**src/rtl/core/atpf_pkg.sv**
```systemverilog
// Shared types and constants for the ARCNET transmit page formatter.
// Used by every module in rtl/core; it depends on nothing else.
package atpf_pkg;

	// Command codes carried in the input tuser bit.
	typedef enum logic {
		CMD_START = 1'b0,
		CMD_DATA  = 1'b1
	} cmd_t;

	// Result kinds carried in the output tuser bit.
	typedef enum logic {
		KIND_STATUS = 1'b0,
		KIND_WORD   = 1'b1
	} kind_t;

	// Status codes returned for a start word.
	typedef enum logic [1:0] {
		ST_OK       = 2'd0,
		ST_BUSY     = 2'd1,
		ST_LEN_ERR  = 2'd2,
		ST_RESERVED = 2'd3
	} status_t;

	// Frame layout constants.
	localparam logic [9:0] SHORT_MAX   = 10'd253;
	localparam logic [9:0] PAD_LOW     = 10'd254;
	localparam logic [9:0] PAD_TARGET  = 10'd257;
	localparam logic [9:0] SHORT_PAGE  = 10'h100;
	localparam logic [9:0] LONG_PAGE   = 10'h200;
	localparam logic [1:0] TOP_LANE    = 2'h3;

	// One input word after unpacking.
	typedef struct packed {
		cmd_t        command;
		logic [7:0]  dest_node;
		logic [9:0]  msg_length;
		logic        tx_available;
		logic [7:0]  data_byte;
	} item_t;

	// One result word before packing.
	typedef struct packed {
		kind_t       kind;
		status_t     status;
		logic [6:0]  page_word;
		logic [31:0] word_data;
		logic        last;
	} result_t;

endpackage

```
**src/rtl/core/atpf_in_reg.sv**
```systemverilog
// Input register stage of the ARCNET transmit page formatter.
// Depends on atpf_pkg for the item type.
module atpf_in_reg
	import atpf_pkg::*;
(
	input  logic  clk,
	input  logic  arst_n,
	input  logic  in_valid,
	output logic  in_ready,
	input  item_t in_item,
	input  logic  advance,
	output logic  valid_s1,
	output item_t item_s1
);

	// The stage takes a new word when empty or when its word moves on.
	assign in_ready = !valid_s1 || advance;

	// Valid flag of the stage.
	always_ff @(posedge clk or negedge arst_n) begin
		if (!arst_n) begin
			valid_s1 <= 1'b0;
		end else if (in_ready) begin
			valid_s1 <= in_valid;
		end
	end

	// Payload needs no reset.
	always_ff @(posedge clk) begin
		if (in_ready && in_valid) begin
			item_s1 <= in_item;
		end
	end

endmodule

```
**src/rtl/core/atpf_format.sv**
```systemverilog
// Message state and result logic of the ARCNET transmit page formatter.
// Depends on atpf_pkg for the item, result and status types.
module atpf_format
	import atpf_pkg::*;
#(
	parameter int MAX_LENGTH = 508
) (
	input  logic       clk,
	input  logic       arst_n,
	input  logic [7:0] own_node_id,
	input  logic       advance,
	input  item_t      item_s1,
	output logic       has_result,
	output result_t    result
);

	localparam logic [9:0] MaxLen = 10'(MAX_LENGTH);

	logic        in_message_q;
	logic [8:0]  byte_position_q;
	logic [9:0]  bytes_remaining_q;
	logic [23:0] word_accumulator_q;

	logic        len_bad;
	logic [9:0]  padded;
	logic        is_short;
	logic [7:0]  short_count;
	logic [8:0]  long_count;
	logic [8:0]  start_pos;
	logic [31:0] header;
	logic [1:0]  lane;
	logic [31:0] word;
	logic        final_byte;

	// Start word: length check, padding and header layout.
	always_comb begin
		len_bad     = (item_s1.msg_length == 10'd0) || (item_s1.msg_length > MaxLen);
		padded      = (item_s1.msg_length >= PAD_LOW && item_s1.msg_length < PAD_TARGET)
			? PAD_TARGET : item_s1.msg_length;
		is_short    = padded <= SHORT_MAX;
		short_count = 8'(SHORT_PAGE - padded);
		long_count  = 9'(LONG_PAGE - padded);
		if (is_short) begin
			start_pos = {1'b0, short_count};
			header    = {8'h00, short_count, item_s1.dest_node, own_node_id};
		end else begin
			start_pos = long_count;
			header    = {long_count[7:0], 8'h00, item_s1.dest_node, own_node_id};
		end
	end

	// Data word: place the byte in its lane on top of the lanes so far.
	always_comb begin
		lane       = byte_position_q[1:0];
		word       = {8'h00, word_accumulator_q} | (32'(item_s1.data_byte) << {lane, 3'b000});
		final_byte = bytes_remaining_q <= 10'd1;
	end

	// Result selection.
	always_comb begin
		has_result       = 1'b0;
		result.kind      = KIND_STATUS;
		result.status    = ST_OK;
		result.page_word = 7'd0;
		result.word_data = 32'd0;
		result.last      = 1'b0;
		unique case (item_s1.command)
			CMD_START: begin
				has_result = 1'b1;
				if (!item_s1.tx_available) begin
					result.status = ST_BUSY;
				end else if (len_bad) begin
					result.status = ST_LEN_ERR;
				end else begin
					result.word_data = header;
				end
			end
			CMD_DATA: begin
				has_result       = in_message_q && (final_byte || lane == TOP_LANE);
				result.kind      = KIND_WORD;
				result.page_word = byte_position_q[8:2];
				result.word_data = word;
				result.last      = final_byte;
			end
			default: begin
				has_result = 1'b0;
			end
		endcase
	end

	// Message state update on every word that leaves the input stage.
	always_ff @(posedge clk or negedge arst_n) begin
		if (!arst_n) begin
			in_message_q       <= 1'b0;
			byte_position_q    <= 9'd0;
			bytes_remaining_q  <= 10'd0;
			word_accumulator_q <= 24'd0;
		end else if (advance) begin
			if (item_s1.command == CMD_START) begin
				if (item_s1.tx_available && !len_bad) begin
					in_message_q       <= 1'b1;
					byte_position_q    <= start_pos;
					bytes_remaining_q  <= item_s1.msg_length;
					word_accumulator_q <= 24'd0;
				end
			end else if (in_message_q) begin
				byte_position_q <= byte_position_q + 9'd1;
				if (final_byte) begin
					in_message_q       <= 1'b0;
					bytes_remaining_q  <= 10'd0;
					word_accumulator_q <= 24'd0;
				end else begin
					bytes_remaining_q  <= bytes_remaining_q - 10'd1;
					word_accumulator_q <= (lane == TOP_LANE) ? 24'd0 : word[23:0];
				end
			end
		end
	end

endmodule

```
**src/rtl/core/atpf_out_reg.sv**
```systemverilog
// Output register of the ARCNET transmit page formatter.
// Depends on atpf_pkg for the result type.
module atpf_out_reg
	import atpf_pkg::*;
(
	input  logic    clk,
	input  logic    arst_n,
	input  logic    load,
	input  result_t load_result,
	output logic    room,
	output logic    out_valid,
	input  logic    out_ready,
	output result_t out_result
);

	logic    valid_q;
	result_t result_q;

	// A new result may enter when the register is empty or being drained.
	assign room       = !valid_q || out_ready;
	assign out_valid  = valid_q;
	assign out_result = result_q;

	always_ff @(posedge clk or negedge arst_n) begin
		if (!arst_n) begin
			valid_q <= 1'b0;
		end else if (load) begin
			valid_q <= 1'b1;
		end else if (out_ready) begin
			valid_q <= 1'b0;
		end
	end

	always_ff @(posedge clk) begin
		if (load) begin
			result_q <= load_result;
		end
	end

endmodule

```
**src/rtl/core/arcnet_tx_page_formatter.sv**
```systemverilog
// Top level of the ARCNET transmit page formatter.
// Depends on atpf_pkg, atpf_in_reg, atpf_format and atpf_out_reg.
//
//  channel | direction | handshake           | payload
//  s_*     | in        | s_tvalid / s_tready | tuser command, tdata start/data fields
//  m_*     | out       | m_tvalid / m_tready | tuser kind, tdata result, tlast last
//  cfg_*   | in        | cfg_valid/cfg_ready | cfg_data own node id
//
// One word is accepted per cycle while the input stage is ready; a result passes
// from its input word through the input register and then the output register.
// Throughput is set by the output register: a stalled result holds the input
// stage only when the word behind it produces a result of its own.
// Reset clears the message state, the node id and both valid flags at once.
module arcnet_tx_page_formatter
	import atpf_pkg::*;
#(
	parameter int MAX_LENGTH = 508
) (
	input  logic        clk,
	input  logic        arst_n,
	input  logic        s_tvalid,
	output logic        s_tready,
	input  logic        s_tuser,  // command
	input  logic [31:0] s_tdata,  // dest_node, msg_length, tx_available, data_byte, zeros
	output logic        m_tvalid,
	input  logic        m_tready,
	output logic        m_tuser,  // kind
	output logic [47:0] m_tdata,  // status, page_word, word_data, zeros
	output logic        m_tlast,
	input  logic        cfg_valid,
	output logic        cfg_ready,
	input  logic [7:0]  cfg_data
);

	logic [7:0] own_node_id_q;
	item_t      in_item;
	item_t      item_s1;
	logic       valid_s1;
	logic       advance;
	logic       room;
	logic       has_result;
	result_t    result;
	result_t    out_result;

	// Node id register.
	assign cfg_ready = 1'b1;
	always_ff @(posedge clk or negedge arst_n) begin
		if (!arst_n) begin
			own_node_id_q <= 8'd0;
		end else if (cfg_valid) begin
			own_node_id_q <= cfg_data;
		end
	end

	// Unpack the input word.
	always_comb begin
		in_item.command      = cmd_t'(s_tuser);
		in_item.dest_node    = s_tdata[7:0];
		in_item.msg_length   = s_tdata[17:8];
		in_item.tx_available = s_tdata[18];
		in_item.data_byte    = s_tdata[26:19];
	end

	// A word moves on when it yields nothing or the output register can take its result.
	assign advance = valid_s1 && (room || !has_result);

	atpf_in_reg u_in_reg (
		.clk      (clk),
		.arst_n   (arst_n),
		.in_valid (s_tvalid),
		.in_ready (s_tready),
		.in_item  (in_item),
		.advance  (advance),
		.valid_s1 (valid_s1),
		.item_s1  (item_s1)
	);

	atpf_format #(
		.MAX_LENGTH (MAX_LENGTH)
	) u_format (
		.clk         (clk),
		.arst_n      (arst_n),
		.own_node_id (own_node_id_q),
		.advance     (advance),
		.item_s1     (item_s1),
		.has_result  (has_result),
		.result      (result)
	);

	atpf_out_reg u_out_reg (
		.clk         (clk),
		.arst_n      (arst_n),
		.load        (advance && has_result),
		.load_result (result),
		.room        (room),
		.out_valid   (m_tvalid),
		.out_ready   (m_tready),
		.out_result  (out_result)
	);

	// Pack the result word.
	assign m_tuser = out_result.kind;
	assign m_tlast = out_result.last;
	assign m_tdata = {7'd0, out_result.word_data, out_result.page_word, out_result.status};

endmodule

```
**config.mk**
```make
export PLATFORM = sky130hd
export DESIGN_NAME = arcnet_tx_page_formatter
export DESIGN_NICKNAME = d
export VERILOG_FILES = /design/src/rtl/core/atpf_pkg.sv /design/src/rtl/core/atpf_in_reg.sv /design/src/rtl/core/atpf_format.sv /design/src/rtl/core/atpf_out_reg.sv /design/src/rtl/core/arcnet_tx_page_formatter.sv
export SDC_FILE = /design/constraint.sdc
export NUM_CORES = 1
export LEC_CHECK = 0
export BUFFER_PORTS_ARGS = -buffer_cell sky130_fd_sc_hd__buf_2
export CORE_MARGIN = 1.5
export CORE_UTILIZATION = 30
export DETAILED_ROUTE_END_ITERATION = 7
export PLACE_DENSITY = 0.45
export SYNTH_ARGS = -nofsm -noshare
export SYNTH_HDL_FRONTEND = slang
export SYNTH_SLANG_ARGS = --single-unit
```
**constraint.sdc**
```tcl
create_clock -name clk -period 4.3 [get_ports clk]
set_input_delay 0.86 -clock clk [delete_from_list [all_inputs] [get_ports clk]]
set_output_delay 0.86 -clock clk [all_outputs]
set_load 0.01 [all_outputs]
```
==> metrics.md <==
| Metric | Value |
|---|---|
| Die Width | `143 um` |
| Final hold vios | `0` |
| Antenna violations before repair | `0` |
| Kind of critical path | `flip-flop to flip-flop` |
| Slew @ Worst Pin | `1.13 ns` |
| Starting Density | `0.310` |
| Worst Setup SP | `u_in_reg.item_s1[16]` |
| Clock network fraction of total power | `0.323` |
| Gr usage total | `0.157` |
| Tcrit/Tclk final | `0.794` |
| Gate Count Post-Synth | `506` |
| Routability Congestion | `0.814` |
| FFs w/ async S/R, synth | `0.432` |
| Pre-antenna DRT Iters | `5` |
| Top-level I/O count | `99` |
| Avg Inst Size Synth | `11.6 um^2` |
| Die height | `143 um` |
| Switching share of power | `0.328` |
| Worst Setup EP | `u_out_reg.out_result[30]` |
| Share of cells above drive strength 1 | `0.262` |
| RSZ-0062 raised after global routing | `no` |
| Sequential area share after synthesis | `0.594` |
| DP HPWL | `10.6 mm` |
| Layout Area Growth over Synthesis | `20.9%` |
| Largest net degree at the start of global routing | `44` |
| R2R Setup Slk | `0.89 ns` |
| TritonCTS clock tree | `done` |
| Clock transition at the registers of the reported paths | `0.06 ns` |
| Max Root-Sink Buffers | `2` |
| Wire per inst | `18.0 um` |
| Drt total wl | `15.5 mm` |
| Net Switching | `1.40 mW` |
| IO buf count | `85` |
| Post-Syn Area | `5870 um^2` |
| # diodes | `0` |
| Level count of the clock H-tree | `4` |
| Reg2reg start | `u_in_reg.item_s1[16]` |
| CP Data Arrival Time | `3.55 ns` |
| Combinational cell fraction of total power | `0.245` |
| Reg2reg end | `u_out_reg.out_result[30]` |
| Part of the power in registers | `0.432` |
| Max-Cap Viols | `0` |
| Status | `completed` |
| Synth area leader | `edfxtp_1` |
| Cts repair resizes | `0` |
| DR vias/cell | `5.14` |
| EDFF count, synth | `71` |
| Setup Viol. Count Final | `0` |
| Worst slew margin | `0.240` |
| Full die area | `20,400 um^2` |
| Post-route design area | `7090 um^2` |
| Number of synthesized register bits | `125` |
| Core area | `19,000 um^2` |
| Place WS | `0.854 ns` |
| Clk sink count | `125` |
| Startpoint type of the worst setup path | `flip-flop` |
| CP required | `4.44 ns` |
| Worst Skew | `0.00825 ns` |
| Worst skew pair latency | `0.42 ns` |
| Setup WS post-layout | `0.885 ns` |
| Top cell type's share of synthesized area | `0.363` |
| Hold_buf cts | `0` |
| Yosys cell types | `71` |
| Hold Path Class | `flip-flop to flip-flop` |
| Fmax | `293 MHz` |
| Setup Buffers After CTS | `0` |
| Via count | `4,419` |
| Placed cell areas | `6530 um^2` |
| Drt drc | `0` |
| Tmin final | `3.41 ns` |
| Setup TNS | `0 ns` |
| Worst vdd ir | `0.000279 V` |
| Power Internal | `2.87 mW` |
| Pwr Density | `603 nW/um^2` |
| Synth Flop Type | `edfxtp_1` |
| Clock buffer count from CTS | `17` |
| Global-route wire length before repair | `24.1 mm` |
| Nets@finish | `639` |
| Vias in the first global route | `4,401` |
| Max Transition Viols Final | `0` |
| Worst hold margin | `0.499 ns` |
| Crit end category | `flip-flop` |
| Num rows | `50` |
| Crit path max fanout | `7` |
| Top cells by area, synth | `edfxtp_1, dfrtp_1, o21ai_0` |
| Grt total ovfl | `0` |
| Post-route antenna net violation count | `0` |
| Yosys warnings | `0` |
| Leakage | `2.75 nW` |
| Drt initial violations | `371` |
| Worst R2R Path Depth | `8` |
| CTS root buf | `clkbuf_16` |
## synthesized netlist by cell type (all sizes together), types with 3 or more instances
cell,number
nand2b,7
and4,4
a211oi,5
nor4,6
nor3b,4
dfrtp,54
nor2,41
nand3,8
buf,23
mux2,10
nand2,37
or4,4
a21oi,29
and2,7
a31oi,9
clkbuf,15
o21bai,4
inv,8
a41oi,16
nor2b,4
a22oi,9
a22o,9
ha,6
or3,5
and3,3
o21ai,45
o31ai,7
nand4,5
a221o,3
edfxtp,71
nor3,14
## critical path: stages, from the launching register on
cell and delay (ns):
edfxtp_1 0.51, and4_1 0.27, and3_1 0.23, nor3_1 0.66, ha_1 0.29, o21bai_1 0.07, a311oi_1 0.55, nand2b_1 0.38
o21ai_0 0.16
## registers in the layout, summed over array words and instances (netlist names)
name                         flops
u_format.in_message_q            1
u_in_reg.item_s1                28
u_format.byte_position_q         9
own_node_id_q                    8
u_format.word_accumulator_q     24
u_in_reg.valid_s1                1
u_format.bytes_remaining_q      10
u_out_reg.out_result            43
u_out_reg.out_valid              1
## worst min path at each step
stage | start | end | slack, ns | cells after the start
2_1_floorplan | u_format.word_accumulator_q[0] | u_format.word_accumulator_q[0] | 0.47 | 2
3_3_place_gp | u_format.word_accumulator_q[5] | u_format.word_accumulator_q[5] | 0.48 | 2
3_5_place_dp | u_format.word_accumulator_q[0] | u_format.word_accumulator_q[0] | 0.49 | 2
4_1_cts | u_format.word_accumulator_q[10] | u_format.word_accumulator_q[10] | 0.50 | 2
5_1_grt | u_format.word_accumulator_q[10] | u_format.word_accumulator_q[10] | 0.51 | 2
6_report | u_format.word_accumulator_q[10] | u_format.word_accumulator_q[10] | 0.50 | 2
## power groups by stage
stage	registers, mW	clock network (mW)	logic [mW]
2_1_floorplan	1.84	0	0.723
3_3_place_gp	1.86	0	1.04
3_5_place_dp	1.87	0	1.05
4_1_cts	1.85	1.41	1.06
5_1_grt	1.88	1.46	1.18
6_report	1.85	1.38	1.05
## metrics by stage
step / power (mW) / util / cells
global route: 4.52 / 0.374 / 860
CTS: 4.31 / 0.374 / 860
global placement: 2.90 / 0.345 / 828
floorplan: 2.56 / - / 512
finish: 4.28 / 0.374 / 860
detailed placement: 2.92 / 0.345 / 828
## cells by family after synthesis
logic type | count (synthesis) | share of synthesized area
compound gates | 161 | 0.193
simple gates | 152 | 0.137
flops | 125 | 0.594
buf+inv | 46 | 0.0373
mux | 11 | 0.0209
fa+ha+maj | 6 | 0.0128
xor+xnor | 3 | 0.00448
other cells | 2 | 0.00128
## cell type report
class                           instances  area, um^2
Clock buffer                           21         440
Clock inverter                         11         120
Fill cell                            1861       11900
Inverter                                8        30.0
Multi-Input combinational cell        341        2200
Sequential cell                       125        3480
Tap cell                              260         325
Timing Repair Buffer                   94         493
## cell usage in the layout (no fill, tap or decap), types with 10 or more instances in the layout
cell type / instances
mux2_2: 10
a21oi_1: 29
buf_2: 85
nor2_1: 38
edfxtp_1: 71
a41oi_1: 16
dfrtp_1: 54
nor3_1: 11
clkbuf_16: 17
o21ai_0: 44
nand2_1: 36
## layer usage
metal	GRT usage	wire length, um	vias up
met2	0.242	7270	115
met4	0.0657	245	0
met1	0.214	7360	2204
met3	0.0362	631	17
met5	0	0	-
li1	-	-	2083
Note: power is estimated with default switching activity, not from simulation.
